`config.mk`:
```
export PLATFORM = sky130hd
export DESIGN_NAME = strict_decimal_string_to_int
export DESIGN_NICKNAME = d
export VERILOG_FILES = /design/src/hdl/sdsi_pkg.sv /design/src/hdl/strict_decimal_string_to_int.sv /design/src/hdl/sdsi_in_stage.sv /design/src/hdl/sdsi_parse.sv
export SDC_FILE = /design/constraint.sdc
export NUM_CORES = 1
export LEC_CHECK = 0
export ABC_AREA = 1
export BUFFER_PORTS_ARGS = -buffer_cell sky130_fd_sc_hd__buf_2
export CORE_AREA = 8 8 307 190
export DETAILED_ROUTE_END_ITERATION = 12
export DIE_AREA = 0 0 315 198
export GPL_TIMING_DRIVEN = 0
export PLACE_DENSITY = 0.42
export SETUP_SLACK_MARGIN = 0.5
export SLEW_MARGIN = 20
export SYNTH_ARGS = -nofsm -noshare
export SYNTH_HDL_FRONTEND = slang
export SYNTH_SLANG_ARGS = --single-unit
export TNS_END_PERCENT = 20
```
`constraint.sdc`:
```
create_clock -name clk -period 4.6 [get_ports clk]
set_input_delay 0 -clock clk [delete_from_list [all_inputs] [get_ports clk]]
set_output_delay 0 -clock clk [all_outputs]
set_load 0.02 [all_outputs]
```
`src/hdl/sdsi_pkg.sv`:
```
`default_nettype none
package sdsi_pkg;

    localparam int VALUE_BITS = 64;
    localparam int MAG_BITS   = VALUE_BITS - 1;
    localparam int SUM_BITS   = MAG_BITS + 4;
    localparam int OUT_BITS   = 64;
    localparam int CHAR_BITS  = 8;
    localparam int M_DATA_W   = 72;

    localparam logic [MAG_BITS-1:0]  MAX_MAG = {MAG_BITS{1'b1}};

    localparam logic [CHAR_BITS-1:0] CH_NUL   = 8'h00;
    localparam logic [CHAR_BITS-1:0] CH_TAB   = 8'h09;
    localparam logic [CHAR_BITS-1:0] CH_CR    = 8'h0d;
    localparam logic [CHAR_BITS-1:0] CH_SPACE = 8'h20;
    localparam logic [CHAR_BITS-1:0] CH_PLUS  = 8'h2b;
    localparam logic [CHAR_BITS-1:0] CH_MINUS = 8'h2d;
    localparam logic [CHAR_BITS-1:0] CH_ZERO  = 8'h30;
    localparam logic [CHAR_BITS-1:0] CH_NINE  = 8'h39;

    typedef enum logic [1:0] {
        PH_SPACE  = 2'd0,
        PH_DIGITS = 2'd1,
        PH_FAIL   = 2'd2
    } phase_t;

    typedef struct packed {
        logic                 valid;
        logic [CHAR_BITS-1:0] ch;
    } char_beat_t;

    function automatic logic is_space(input logic [CHAR_BITS-1:0] c);
        is_space = ((c >= CH_TAB) && (c <= CH_CR)) || (c == CH_SPACE);
    endfunction

    function automatic logic is_digit(input logic [CHAR_BITS-1:0] c);
        is_digit = (c >= CH_ZERO) && (c <= CH_NINE);
    endfunction

endpackage
`default_nettype wire

```
`src/hdl/strict_decimal_string_to_int.sv`:
```
// Strict decimal string to signed integer.
// Slave stream: one character per transaction in s_axis_tdata; a zero byte
// terminates the string. Leading whitespace, one optional sign, then one or
// more decimal digits; anything else marks the string invalid.
// Master stream: one transaction per terminator; bit 0 is the valid flag,
// bits 64:1 the signed value (zero when invalid). Magnitudes above
// 2^(VALUE_BITS-1)-1 are invalid.
// Throughput: one character per cycle, except while a terminator is held
// back by a stalled master; the multiply-by-ten, add and limit compare sit
// combinationally between the input register and the parser state.
// A terminator passes through the input register and then the result
// register before its result is presented on the master stream.
// A stalled master only holds back a terminator that finds the result
// register full; digits and whitespace keep flowing in the meantime.
// Reset clears the parser to the leading-whitespace state and drops any
// pending character and result.
`default_nettype none
module strict_decimal_string_to_int (
    input  wire logic                          clk,
    input  wire logic                          rst_n,
    input  wire logic                          s_axis_tvalid,
    output logic                               s_axis_tready,
    input  wire logic [7:0]                    s_axis_tdata,  // [7:0] character
    output logic                               m_axis_tvalid,
    input  wire logic                          m_axis_tready,
    output logic [sdsi_pkg::M_DATA_W-1:0]      m_axis_tdata   // [0] valid_res, [64:1] value
);
    import sdsi_pkg::*;

    char_beat_t          beat;
    logic                advance;
    logic                res_ok;
    logic [OUT_BITS-1:0] res_value;

    sdsi_in_stage u_in_stage (
        .clk      (clk),
        .rst_n    (rst_n),
        .in_valid (s_axis_tvalid),
        .in_ready (s_axis_tready),
        .in_char  (s_axis_tdata),
        .advance  (advance),
        .beat     (beat)
    );

    sdsi_parse u_parse (
        .clk       (clk),
        .rst_n     (rst_n),
        .beat      (beat),
        .advance   (advance),
        .out_valid (m_axis_tvalid),
        .out_ready (m_axis_tready),
        .out_ok    (res_ok),
        .out_value (res_value)
    );

    assign m_axis_tdata = {{(M_DATA_W-OUT_BITS-1){1'b0}}, res_value, res_ok};

endmodule
`default_nettype wire

```
`src/hdl/sdsi_in_stage.sv`:
```
`default_nettype none
module sdsi_in_stage (
    input  wire logic                          clk,
    input  wire logic                          rst_n,
    input  wire logic                          in_valid,
    output logic                               in_ready,
    input  wire logic [sdsi_pkg::CHAR_BITS-1:0] in_char,
    input  wire logic                          advance,
    output sdsi_pkg::char_beat_t               beat
);
    import sdsi_pkg::*;

    logic                 valid_reg;
    logic                 valid_next;
    logic [CHAR_BITS-1:0] char_reg;
    logic [CHAR_BITS-1:0] char_next;

    assign in_ready = !valid_reg || advance;

    always_comb
    begin
        valid_next = valid_reg;
        char_next  = char_reg;
        if (in_ready)
        begin
            valid_next = in_valid;
            char_next  = in_char;
        end
    end

    always_ff @(posedge clk or negedge rst_n)
    begin
        if (!rst_n)
        begin
            valid_reg <= 1'b0;
        end
        else
        begin
            valid_reg <= valid_next;
        end
    end

    always_ff @(posedge clk)
    begin
        char_reg <= char_next;
    end

    assign beat.valid = valid_reg;
    assign beat.ch    = char_reg;

endmodule
`default_nettype wire

```
`src/hdl/sdsi_parse.sv`:
```
`default_nettype none
module sdsi_parse (
    input  wire logic                        clk,
    input  wire logic                        rst_n,
    input  wire sdsi_pkg::char_beat_t        beat,
    output logic                             advance,
    output logic                             out_valid,
    input  wire logic                        out_ready,
    output logic                             out_ok,
    output logic [sdsi_pkg::OUT_BITS-1:0]    out_value
);
    import sdsi_pkg::*;

    phase_t              phase_reg, phase_next;
    logic                neg_reg, neg_next;
    logic [MAG_BITS-1:0] mag_reg, mag_next;
    logic                seen_reg, seen_next;
    logic                oval_reg, oval_next;
    logic                ok_reg, ok_next;
    logic [OUT_BITS-1:0] value_reg, value_next;

    logic                is_term;
    logic                take_digit;
    logic [SUM_BITS-1:0] mag_wide;
    logic [SUM_BITS-1:0] sum;
    logic                overflow;
    logic [OUT_BITS-1:0] mag_ext;

    assign is_term  = (beat.ch == CH_NUL);
    assign advance  = beat.valid && (!is_term || !oval_reg || out_ready);
    assign mag_wide = {4'b0, mag_reg};
    assign sum      = (mag_wide << 3) + (mag_wide << 1)
                      + {{(SUM_BITS-4){1'b0}}, 4'(beat.ch - CH_ZERO)};
    assign overflow = (sum > {4'b0, MAX_MAG});
    assign mag_ext  = {{(OUT_BITS-MAG_BITS){1'b0}}, mag_reg};

    always_comb
    begin
        phase_next = phase_reg;
        neg_next   = neg_reg;
        mag_next   = mag_reg;
        seen_next  = seen_reg;
        oval_next  = oval_reg && !out_ready;
        ok_next    = ok_reg;
        value_next = value_reg;
        take_digit = 1'b0;

        if (advance)
        begin
            if (is_term)
            begin
                oval_next  = 1'b1;
                ok_next    = (phase_reg == PH_DIGITS) && seen_reg;
                value_next = '0;
                if ((phase_reg == PH_DIGITS) && seen_reg)
                begin
                    value_next = neg_reg ? (OUT_BITS'(0) - mag_ext) : mag_ext;
                end
                phase_next = PH_SPACE;
                neg_next   = 1'b0;
                mag_next   = '0;
                seen_next  = 1'b0;
            end
            else
            begin
                case (phase_reg)
                    PH_SPACE:
                    begin
                        if (is_space(beat.ch))
                        begin
                            phase_next = PH_SPACE;
                        end
                        else if ((beat.ch == CH_MINUS) || (beat.ch == CH_PLUS))
                        begin
                            neg_next   = (beat.ch == CH_MINUS);
                            phase_next = PH_DIGITS;
                        end
                        else if (is_digit(beat.ch))
                        begin
                            take_digit = 1'b1;
                        end
                        else
                        begin
                            phase_next = PH_FAIL;
                        end
                    end
                    PH_DIGITS:
                    begin
                        if (is_digit(beat.ch))
                        begin
                            take_digit = 1'b1;
                        end
                        else
                        begin
                            phase_next = PH_FAIL;
                        end
                    end
                    default:
                    begin
                        phase_next = phase_reg;
                    end
                endcase

                if (take_digit)
                begin
                    if (overflow)
                    begin
                        phase_next = PH_FAIL;
                    end
                    else
                    begin
                        phase_next = PH_DIGITS;
                        mag_next   = sum[MAG_BITS-1:0];
                        seen_next  = 1'b1;
                    end
                end
            end
        end
    end

    always_ff @(posedge clk or negedge rst_n)
    begin
        if (!rst_n)
        begin
            phase_reg <= PH_SPACE;
            neg_reg   <= 1'b0;
            mag_reg   <= '0;
            seen_reg  <= 1'b0;
            oval_reg  <= 1'b0;
        end
        else
        begin
            phase_reg <= phase_next;
            neg_reg   <= neg_next;
            mag_reg   <= mag_next;
            seen_reg  <= seen_next;
            oval_reg  <= oval_next;
        end
    end

    always_ff @(posedge clk)
    begin
        ok_reg    <= ok_next;
        value_reg <= value_next;
    end

    assign out_valid = oval_reg;
    assign out_ok    = ok_reg;
    assign out_value = value_reg;

endmodule
`default_nettype wire
```
==> summary.txt, run 1 <==
Num Clock Sinks = 142
Adder-cell area share of the yosys netlist = 12.16%
Worst Min Path Start = s_axis_tdata[1]
Initial drt markers = 1491
Tcrit/Tclk final = 85.26%
Final worst setup slack = 0.6783 ns
Inst Count DP = 2808
Slew Viols, Final = 0
CTS HTree Levels = 4
Run status = complete, no violations
Minimum clock period = 3.922 ns
Clock tree buffer depth = 2
IO Count = 86
Routed len/inst = 18.57 µm
Unique cell type count in the Yosys netlist = 52
Pin slew with the least headroom to its limit = 0.9413 ns
Sw Ratio = 26.41%
Worst path required time = 4.99 ns
PwrDens = 195.8 nW/µm²
Max Clock Freq = 255.0 MHz
Detail Route Antenna Nets = 0
Synth Area in XOR/XNOR = 2.964%
# DRC = 0
Vias in the first global route = 12570
Skew-Pair Late Insertion Delay = 0.46 ns
First-pass GRT wire length = 79010 µm
Hold Path Class = input pin to flip-flop
Layout Nets = 2272
Filler cells = 5943
R2r startpoint = u_parse.mag_reg[2]
Final Instance Area = 15450 µm²
Layout cells sized above 1 = 8.718%
Maximum fanout along the worst path = 10
Mux contribution to synthesized area = 0%
Internal power = 0.002226 W
CTS Root Cell = clkbuf_16
Clk network pwr share = 48.7%
DR pass1 iterations = 5
Critical path origin = u_parse.mag_reg[2]
Final hold viol count = 0
Non-Filler Instances = 2859
# diodes = 0
Portion of total power attributed to sequential cells = 44.8%
Global placement routability congestion = 0.9226
Setup crit end kind = flip-flop
Core Area = 53590 µm²
Worst VDD drop = 0.2362 mV
Logic pwr share = 6.5%
Sequential cell area = 3920 µm²
Syn avg cell area = 6.621 µm²
Register bit total from synthesis = 142
TNS Setup = 0 ns
Clock skew = 0.02236 ns
Critical Path AT = 4.31 ns
Leak pwr = 8.556 nW
Cells after Synth = 2008
Crit Path Class = flip-flop to flip-flop
Number of synthesis warnings = 0
IO buf count = 78
Synth Area in Compound Gates = 11.01%
Vias post-DR = 13320
Total grt overflow = 0
P_sw = 0.0007987 W
Starting density of the core = 24.81%
Synth Area in Simple Gates = 33.83%
HPWL after detailed placement = 44870 µm
Total Routing Usage GR = 16.82%
Final setup violation count = 0
Die area = 62370 µm²
Drt via density = 4.660
WL final = 53100 µm
Area of the multi-input gates = 8019 µm²
Synth Cell Area = 13300 µm²
DIE HEIGHT = 198 µm
Placed cell areas = 14660 µm²
CTS tree = done
Seq/Total Area, Yosys = 29.47%
Max FFs per register = 64
Clock-pin slew on the worst setup and hold paths = 0.07 ns
Hold Slack = 0.2642 ns
Post-Place Worst Slack = 0.4450 ns
Max-cap violation count = 0
Num CTS Buffers = 17
# rows = 66
Largest net degree at the start of global routing = 54
Die Wd = 315 µm
CP startpoint kind = flip-flop
Max_slew headroom = 37.02%
Area grow syn2layout = 16.18%
Unrepaired setup endpoints after global routing = no
Largest family of logic cells by synthesized area = simple AND/OR/NAND/NOR gates
Initial antenna violation count = 2
-- kinds of logic after synthesis --
group           Yosys count
fa+ha+maj               128
simple gates           1080
flops                   142
buf+inv                 351
compound gates          261
xor+xnor                 45
other cells               1
-- power by group through the flow --
stage          clock network, W  registers [W]  logic, W
3_3_place_gp                  0        0.00138  0.000176
2_1_floorplan                 0        0.00137  0.000121
3_5_place_dp                  0        0.00138  0.000181
4_1_cts                 0.00150        0.00136  0.000190
6_report                0.00147        0.00136  0.000197
5_1_grt                 0.00154        0.00136  0.000221
-- final cells by class --
class                           count  share of cell area [%]
Buffer                             46                   1.652
Clock buffer                       19                   2.803
Clock inverter                     13                   1.004
Inverter                          305                   7.428
Multi-Input combinational cell   1521                   51.92
Sequential cell                   142                   25.38
Tap cell                          714                   5.784
Timing Repair Buffer               99                   4.034
-- path summary, 6_finish.rpt --
check | to | slack (ns) | cells past startpoint
setup / recovery | u_parse.mag_reg[21] | 0.68 | 20
hold / removal | u_in_stage.char_reg[1] | 0.26 | 2
setup reg to reg | u_parse.mag_reg[21] | 0.68 | 20
hold reg to reg | u_parse.phase_reg[0] | 0.49 | 2
max in group asynchronous | u_parse.mag_reg[19] | 2.82 | 4
min in group asynchronous | u_parse.mag_reg[62] | 0.49 | 3
-- critical path: stages (launching register included) --
cell and delay [ns]:
dfrtp_2 0.43, inv_1 0.13, fa_2 0.50, fa_1 0.48
nor2_2 0.19, nand2_1 0.09, nand3_2 0.11, nand3_1 0.10
nand2_2 0.16, nand2_1 0.09, nand2_2 0.14, nand2_1 0.12
nand3_1 0.12, nand3_2 0.11, nor2_4 0.23, nand3_4 0.19
nand2_2 0.11, buf_6 0.18, buf_6 0.18, nand2_1 0.12
nand2_1 0.07
-- stage by stage --
stage,total power [W],utilization [%]
finish,0.003025,28.82
floorplan,0.001495,-
detailed placement,0.001562,27.36
CTS,0.003048,28.71
global route,0.003113,28.82
global placement,0.001557,27.24
-- layer usage --
| layer | GRT usage [%] | share of wire (%) | vias to the layer above |
|---|---|---|---|
| li1 | - | - | 6722 |
| met1 | 28.32 | 57 | 6163 |
| met2 | 20.35 | 33 | 408 |
| met3 | 4.020 | 8.5 | 30 |
| met4 | 3.038 | 0.99 | 0 |
| met5 | 0 | 0 | - |
-- repair_timing --
| item | in CTS | in global routing |
|---|---|---|
| pin swaps | 0 | 2 |
| setup endpoints to repair | 11 | 63 |
| buffers inserted | 0 | 6 |
| hold endpoints to repair | 79 | 0 |
| hold buffers | 13 | 0 |
| gates resized for setup | 2 | 6 |
-- synth_stat cells, drive strengths merged --
master / number / share of area (%)
or2: 4 / 0.21
inv: 305 / 8.6
a211oi: 1 / 0.056
fa: 2 / 0.30
a41oi: 2 / 0.13
nor3: 62 / 2.4
o21a: 9 / 0.51
clkbuf: 23 / 0.65
o22ai: 1 / 0.047
xor2: 11 / 0.72
nor3b: 4 / 0.26
o32ai: 1 / 0.066
conb: 1 / 0.028
nor4: 13 / 0.61
xnor2: 34 / 2.2
o2111ai: 1 / 0.066
a32o: 1 / 0.075
nand2: 608 / 17
a21oi: 135 / 5.2
nor2: 254 / 7.4
o2bb2ai: 1 / 0.066
nand3: 109 / 4.4
o21ai: 70 / 2.6
a31o: 3 / 0.20
nand4: 20 / 0.94
a21o: 5 / 0.28
o41ai: 1 / 0.066
o211ai: 1 / 0.056
a31oi: 5 / 0.24
and3: 5 / 0.24
dfrtp: 69 / 13
a21boi: 2 / 0.11
buf: 23 / 1.3
and2: 1 / 0.047
o21bai: 22 / 1.2
edfxtp: 73 / 16
ha: 126 / 12
-- cell usage in the layout (no fill, tap or decap), types with 7 or more instances in the layout --
master	instances
o21a_1	9
o21ai_0	70
o21bai_1	22
nor3_1	59
inv_1	295
nand3_1	101
nand2_1	599
clkbuf_16	17
inv_2	9
buf_2	83
nor2_2	8
dfrtp_1	68
nor2_1	245
nor4_1	13
clkbuf_1	25
dlygate4sd3_1	13
a21oi_1	132
nand4_1	20
nand3_2	7
buf_4	17
ha_1	126
xnor2_1	34
nand2_2	8
edfxtp_1	73
conb_1	7
xor2_1	11
No activity file was read; power rests on OpenSTA's default activity.
==> run 2: changes to the inputs <==
--- a/config.mk
+++ b/config.mk
@@ -7,9 +7,9 @@
 export LEC_CHECK = 0
-export ABC_AREA = 1
+export ABC_AREA = 0
 export BUFFER_PORTS_ARGS = -buffer_cell sky130_fd_sc_hd__buf_2
-export CORE_AREA = 8 8 307 190
+export CORE_AREA = 8 8 291 180
 export DETAILED_ROUTE_END_ITERATION = 12
-export DIE_AREA = 0 0 315 198
+export DIE_AREA = 0 0 299 188
 export GPL_TIMING_DRIVEN = 0
-export PLACE_DENSITY = 0.42
+export PLACE_DENSITY = 0.43
 export SETUP_SLACK_MARGIN = 0.5
==> constraint.sdc (replaced) <==
create_clock -name clk -period 4.6 [get_ports clk]
set_input_delay 0.92 -clock clk [delete_from_list [all_inputs] [get_ports clk]]
set_output_delay 0.92 -clock clk [all_outputs]
set_load 0.02 [all_outputs]
==> run 2 against run 1 <==
Clock power barely moved. Combinational power decreased by 32%. Core utilization rose by 0.33 points. Synthesized cell count down 36%. First-iteration DRC count decreased by 42%. Wire length is 27% lower. Sequential power barely moved. Clock skew shrank 0.0083 ns. Non-clock buffer count rose by 25. Critical endpoint is now u_parse.mag_reg[44].
==> summary.txt, run 2 <==
Crit-path most repeated cell = buf_4
Final setup violation count = 0 (unchanged)
Max Clock Freq = 248.2 MHz (-2.6%)
Ys async rst share = 48.59% (unchanged)
Die area = 56210 µm² (-9.9%)
Max FFs per register = 64 (unchanged)
Total grt overflow = 0 (unchanged)
Layout cells sized above 1 = 15.45% (+6.7 points)
DIE HEIGHT = 188 µm (-5.1%)
Clk network pwr share = 49.8% (+1.1 points)
P_sw = 0.0006979 W (-13%)
Most common cell after layout, fill and taps aside = nand2_1
Setup crit end kind = flip-flop
Number of synthesis warnings = 0 (unchanged)
Detail Route Antenna Nets = 0 (unchanged)
Unrepaired setup endpoints after global routing = yes
Internal power = 0.002241 W (+0.66%)
Crit path largest cell delay = 0.47 ns (-0.03 ns)
Clock-pin slew on the worst setup and hold paths = 0.06 ns (about the same)
Register bit total from synthesis = 142 (unchanged)
Main synth FF type = edfxtp_1
Unique cell type count in the Yosys netlist = 84 (+62%)
Cts hold-fix bufs = 0 (-13)
Area contributors post-synth = edfxtp_1 18%, dfrtp_1 15%, ha_1 13%
Top-count cell post-synth = nand2_1
Initial antenna violation count = 0 (-2)
Die Wd = 299 µm (-5.1%)
Max-cap violation count = 0 (unchanged)
Largest net degree at the start of global routing = 39 (-28%)
Layout Nets = 1557 (-31%)
Global placement routability congestion = 0.8789 (-4.7%)
Sw Ratio = 23.75% (-2.7 points)
Worst path required time = 4.92 ns (-0.07 ns)
Slew Viols, Final = 0 (unchanged)
Minimum clock period = 4.028 ns (+0.1067 ns)
Leak pwr = 5.685 nW (-34%)
Hold Slack = 0.4145 ns (+0.1503 ns)
Number of synthesized flops with an enable pin = 73 (unchanged)
Routed len/inst = 18.70 µm (+0.70%)
Seq/Total Area, Yosys = 33.04% (+3.6 points)
Worst VDD drop = 0.2588 mV (+9.6%)
Yosys top cell by area = edfxtp_1
IO Count = 86 (unchanged)
Hold Path Class = input pin to asynchronous set/reset pin
Area grow syn2layout = 18.93%
Leading cell types by count after synthesis = 146 x nand2_1, 126 x ha_1, 124 x nor2_1
Vias in the first global route = 9833 (-22%)
Most frequent cells in the layout = 146 x nand2_1, 125 x ha_1, 124 x nor2_1
Starting density of the core = 24.51% (-0.30 points)
CP startpoint kind = flip-flop
Synth Cell Area = 11860 µm² (-11%)
Slowest cell on the critical path = fa_2
Vias post-DR = 10270 (-23%)
Initial drt markers = 867 (-42%)
Clock skew = 0.01411 ns (-0.008252 ns)
Crit Path Class = flip-flop to flip-flop
Cells after Synth = 1291 (-36%)
R2r setup slk = 0.57 ns (-0.11 ns)
HPWL after detailed placement = 30540 µm (-32%)
Num Clock Sinks = 142 (unchanged)
Tcrit/Tclk final = 87.57% (+2.3 points)
Drt via density = 4.933 (+5.9%)
Logic pwr share = 4.5% (-2.0 points)
WL final = 38920 µm (-27%)
FF-to-FF path depth = 15 (-25%)
PwrDens = 208.3 nW/µm² (+6.4%)
DR pass1 iterations = 5 (unchanged)
Num CTS Buffers = 17 (unchanged)
Final hold viol count = 0 (unchanged)
Run status = complete, no violations
Syn avg cell area = 9.188 µm² (+39%)
CTS HTree Levels = 4 (unchanged)
# rows = 63 (-4.5%)
CTS tree = done
Skew-Pair Late Insertion Delay = 0.45 ns (about the same)
Pwr Total = 0.002939 W (-2.8%)
R2r startpoint = u_in_stage.char_reg[3]
Critical Path AT = 4.35 ns (+0.04 ns)
RR Endpoint = u_parse.mag_reg[44]
Maximum fanout along the worst path = 4 (-6)
First-pass GRT wire length = 60240 µm (-24%)
Total Routing Usage GR = 13.66% (-3.2 points)
Post-synth top area share = 18.48% (+1.5 points)
CTS Root Cell = clkbuf_16
Crit-path cells = inv_2 -> fa_2 -> fa_2 -> and2b_2 -> o2111ai_4 -> buf_4 -> a211oi_4 -> buf_4 -> buf_4 -> nor4b_1 -> o21bai_1 -> a41oi_1 -> o21ai_0 -> xnor2_1 -> mux2i_1
Pin slew with the least headroom to its limit = 1.323 ns (+0.3817 ns)
Max_slew headroom = 10.65% (-26 points)
Portion of total power attributed to sequential cells = 45.7% (+0.9 points)
# DRC = 0 (unchanged)
Clock tree buffer depth = 2 (unchanged)
Placed cell areas = 13150 µm² (-10%)
IO buf count = 78 (unchanged)
Final Instance Area = 14110 µm² (-8.7%)
Core Area = 48400 µm² (-9.7%)
## run 2: critical path, delay by kind of cell (launching register included)
kind,cells,cell delay (ns)
adders and majority gates,2,0.88
DFF,1,0.44
AOI/OAI and AO/OA,5,1.48
muxes,1,0.10
and+or+nand+nor,2,0.30
xor gates and xnor gates,1,0.17
buffers and inverters,4,0.53
## run 2: cells by family (layout without fill, tap and decap cells)
group | Yosys count | count (layout) | synth area share (%)
buffers and inverters | 99 | 232 | 4.420
XOR/XNOR | 118 | 118 | 8.713
adder cells (fa/ha/maj) | 128 | 128 | 13.63
flip-flops | 142 | 142 | 33.04
AO/OA/AOI/OAI | 315 | 315 | 17.80
other | 1 | 8 | 0.03162
multiplexers | 66 | 66 | 5.580
AND/OR/NAND/NOR | 422 | 422 | 16.79
## run 2: worst max path at each step
stage | from | end | slack (ns) | cells past startpoint
floorplan | u_in_stage.char_reg[1] | u_parse.out_ok | 0.84 | 7
global placement | u_in_stage.char_reg[1] | u_parse.out_value[38] | -0.47 | 7
detailed placement | u_parse.mag_reg[0] | u_parse.mag_reg[24] | 0.26 | 14
CTS | u_in_stage.char_reg[3] | u_parse.mag_reg[26] | 0.50 | 14
global route | u_parse.mag_reg[16] | u_parse.out_value[59] | 0.43 | 10
finish | u_in_stage.char_reg[3] | u_parse.mag_reg[44] | 0.57 | 15
## run 2: final cells by class
class                      count  area (µm²)
antenna                        1       2.502
timing repair buffer         101       646.9
fill                        5179       34290
clock inverter                13       166.4
buffer                        69       417.9
sequential                   142        3924
multi-input combinational   1056        7589
clock buffer                  19       432.9
inverter                      30       115.1
tap                          650       813.3
## run 2: layer usage
metal,up-vias,GRT usage (%),part of all wire (%)
met3,22,2.729,5.7
met5,-,0,0
met4,0,2.438,0.88
met1,4968,22.22,56
met2,266,17.93,37
li1,5009,-,-
## run 2: per-stage QoR
| step | instances | worst slack, ns | setup TNS (ns) | util (%) |
|---|---|---|---|---|
| 3_5_place_dp | 2028 | 0.2577 | 0 | 27.17 |
| 5_1_grt | 2080 | 0.4287 | 0 | 29.14 |
| 6_report | 2081 | 0.5716 | 0 | 29.15 |
| 4_1_cts | 2066 | 0.5037 | 0 | 28.61 |
| 2_1_floorplan | 1297 | 0.8359 | 0 | - |
| 3_3_place_gp | 2025 | -0.4651 | -29.12 | 27.04 |
## run 2: timing repair
item,CTS,global route
setup buffers,6,10
resized for setup,10,32
pin swaps,2,6
gates cloned,0,4
setup endpoints to repair,66,67
## run 2: power groups by stage
stage	logic, W	clock network [W]	registers, W
floorplan	0.0000851	0	0.00137
global placement	0.000127	0	0.00137
detailed placement	0.000130	0	0.00137
CTS	0.000132	0.00151	0.00134
global route	0.000150	0.00156	0.00134
finish	0.000134	0.00146	0.00134
==> run 3: changes to the inputs <==
- MAX_ROUTING_LAYER: not set -> met4
- TNS_END_PERCENT: 20 -> 10
==> run 3 against run 2 <==
Design area is the same. Critical path type unchanged. Die area is the same. Highest routed layer unchanged. First-iteration DRC count shrank 4.6%. Hold slack gained 0.0013 ns.
==> summary.txt, run 3 (synthesis gave the netlist of run 2 again) <==
HPWL after detailed placement = 30540 µm (unchanged)
Run status = complete, no violations
CTS Root Cell = clkbuf_16
Layout Nets = 1557 (unchanged)
CP startpoint kind = flip-flop
Vias post-DR = 10290 (+0.24%)
Sequential cell area = 3924 µm² (unchanged)
Final setup violation count = 0 (unchanged)
WL final = 39010 µm (+0.24%)
Initial antenna violation count = 0 (unchanged)
Filler cells = 5180 (+0.019%)
Final hold viol count = 0 (unchanged)
Core Area = 48400 µm² (unchanged)
Crit Path Class = flip-flop to flip-flop
Critical Path AT = 4.40 ns (+0.05 ns)
Slowest cell on the critical path = fa_2
Num Clock Sinks = 142 (unchanged)
Placed cell areas = 13150 µm² (unchanged)
Vias in the first global route = 9840 (+0.071%)
Unrepaired setup endpoints after global routing = yes
Post-layout util = 29.15% (unchanged)
Total grt overflow = 0 (unchanged)
Worst VDD drop = 0.2597 mV (+0.35%)
R2r startpoint = u_in_stage.char_reg[3]
# rows = 63 (unchanged)
DR pass1 iterations = 5 (unchanged)
Clock-pin slew on the worst setup and hold paths = 0.06 ns (about the same)
Die area = 56210 µm² (unchanged)
Maximum fanout along the worst path = 4 (unchanged)
Area grow syn2layout = 18.93% (unchanged)
Most frequent cells in the layout = 146 x nand2_1, 125 x ha_1, 124 x nor2_1
Detail Route Antenna Nets = 0 (unchanged)
IO Count = 86 (unchanged)
PwrDens = 208.4 nW/µm² (about the same)
Max Clock Freq = 245.6 MHz (-1.1%)
Clock skew = 0.01327 ns (-0.0008385 ns)
Largest net degree at the start of global routing = 39 (unchanged)
Clock tree buffer depth = 2 (unchanged)
Global placement routability congestion = 0.8935 (+1.7%)
Initial drt markers = 827 (-4.6%)
Pin slew with the least headroom to its limit = 1.329 ns (+0.005657 ns)
Leak pwr = 5.685 nW (unchanged)
Final Instance Area = 14110 µm² (unchanged)
Max FFs per register = 64 (unchanged)
Logic pwr share = 4.5% (about the same)
Max-cap violation count = 0 (unchanged)
Clk network pwr share = 49.8% (about the same)
Minimum clock period = 4.072 ns (+0.04403 ns)
Layout cells sized above 1 = 15.45% (unchanged)
Skew-Pair Late Insertion Delay = 0.46 ns (about the same)
Setup crit end kind = flip-flop
Starting density of the core = 24.51% (unchanged)
DIE HEIGHT = 188 µm (unchanged)
Hold Path Class = input pin to asynchronous set/reset pin
Crit-path most repeated cell = buf_4
Sw Ratio = 23.78% (+0.026 points)
Drt via density = 4.945 (+0.24%)
P_sw = 0.0006989 W (+0.14%)
# DRC = 0 (unchanged)
IO buf count = 78 (unchanged)
First-pass GRT wire length = 60170 µm (-0.11%)
CTS HTree Levels = 4 (unchanged)
Slew Viols, Final = 0 (unchanged)
Routed len/inst = 18.75 µm (+0.24%)
Critical path origin = u_in_stage.char_reg[3]
CTS tree = done
Die Wd = 299 µm (unchanged)
Pwr Total = 0.002939 W (about the same)
Num CTS Buffers = 17 (unchanged)
Internal power = 0.002241 W (about the same)
Most common cell after layout, fill and taps aside = nand2_1
Max_slew headroom = 10.26% (-0.38 points)
Worst path required time = 4.92 ns (about the same)
Crit-path cells = inv_2 -> fa_2 -> fa_2 -> and2b_2 -> o2111ai_4 -> buf_4 -> a211oi_4 -> buf_4 -> buf_4 -> nor4b_1 -> o21bai_1 -> a41oi_1 -> o21ai_0 -> xnor2_1 -> mux2i_1
Crit path largest cell delay = 0.47 ns (about the same)
Area of the multi-input gates = 7589 µm² (unchanged)
Tcrit/Tclk final = 88.53% (+0.96 points)
Portion of total power attributed to sequential cells = 45.7% (about the same)
Total Routing Usage GR = 14.04% (+0.38 points)
## run 3: cell counts in the layout (fill, tap and decap cells not counted)
Identical to the previous run, type by type.
## run 3: layout make-up
cell class | instances | share of cell area, %
antenna | 1 | 0.01774
buffer | 69 | 2.962
clock buffer | 19 | 3.069
clock inverter | 13 | 1.180
inverter | 30 | 0.8160
multi-input combinational | 1056 | 53.79
sequential | 142 | 27.81
tap | 650 | 5.765
timing repair buffer | 101 | 4.585
## run 3: power by group through the flow
stage                     Clock (W)  Sequential (W)  Combinational, W
after global routing        0.00156         0.00134          0.000150
after detailed placement          0         0.00137          0.000130
final                       0.00146         0.00134          0.000133
after CTS                   0.00151         0.00134          0.000132
after floorplan                   0         0.00137         0.0000851
after global placement            0         0.00137          0.000127
## run 3: routing by layer
metal | vias to the layer above | GRT usage (%) | share of wire, %
met2 | 260 | 17.94 | 37
met1 | 5002 | 22.25 | 56
li1 | 5008 | - | -
met5 | - | - | 0
met4 | 0 | 2.438 | 0.88
met3 | 20 | 2.637 | 5.6
## run 3: critical path, delay by kind of cell (launching register included)
family                     cells  cell delay (ns)
and+or+nand+nor                2             0.30
buffers and inverters          4             0.53
muxes                          1             0.10
xor gates and xnor gates       1             0.17
DFF                            1             0.44
adders and majority gates      2             0.88
AOI/OAI and AO/OA              5             1.52
## run 3: timing repair
item	CTS	global route
hold endpoints to repair	0	0
hold buffers	0	0
setup endpoints to repair	66	67
cloned	0	4
pin swaps	2	6
gates resized for setup	10	32
setup buffers	6	10
## run 3: stage by stage
stage	hold slack, ns	TNS, ns	instances	setup WS, ns
4_1_cts	0.4246	0	2066	0.5037
3_5_place_dp	0.5259	0	2028	0.2577
6_report	0.4158	0	2081	0.5275
2_1_floorplan	0.4645	0	1297	0.8359
3_3_place_gp	0.5173	-29.12	2025	-0.4651
5_1_grt	0.4363	0	2080	0.4290
## run 3: path summary, 6_finish.rpt
check / end / slack [ns] / depth (start not counted)
hold / removal: u_parse.out_valid / 0.42 / 1
max in group asynchronous: u_parse.mag_reg[41] / 3.55 / 2
hold reg to reg: u_parse.phase_reg[1] / 0.54 / 1
setup / recovery: u_parse.mag_reg[44] / 0.53 / 15
min in group clk: u_parse.phase_reg[1] / 0.54 / 1
setup reg to reg: u_parse.mag_reg[44] / 0.53 / 15
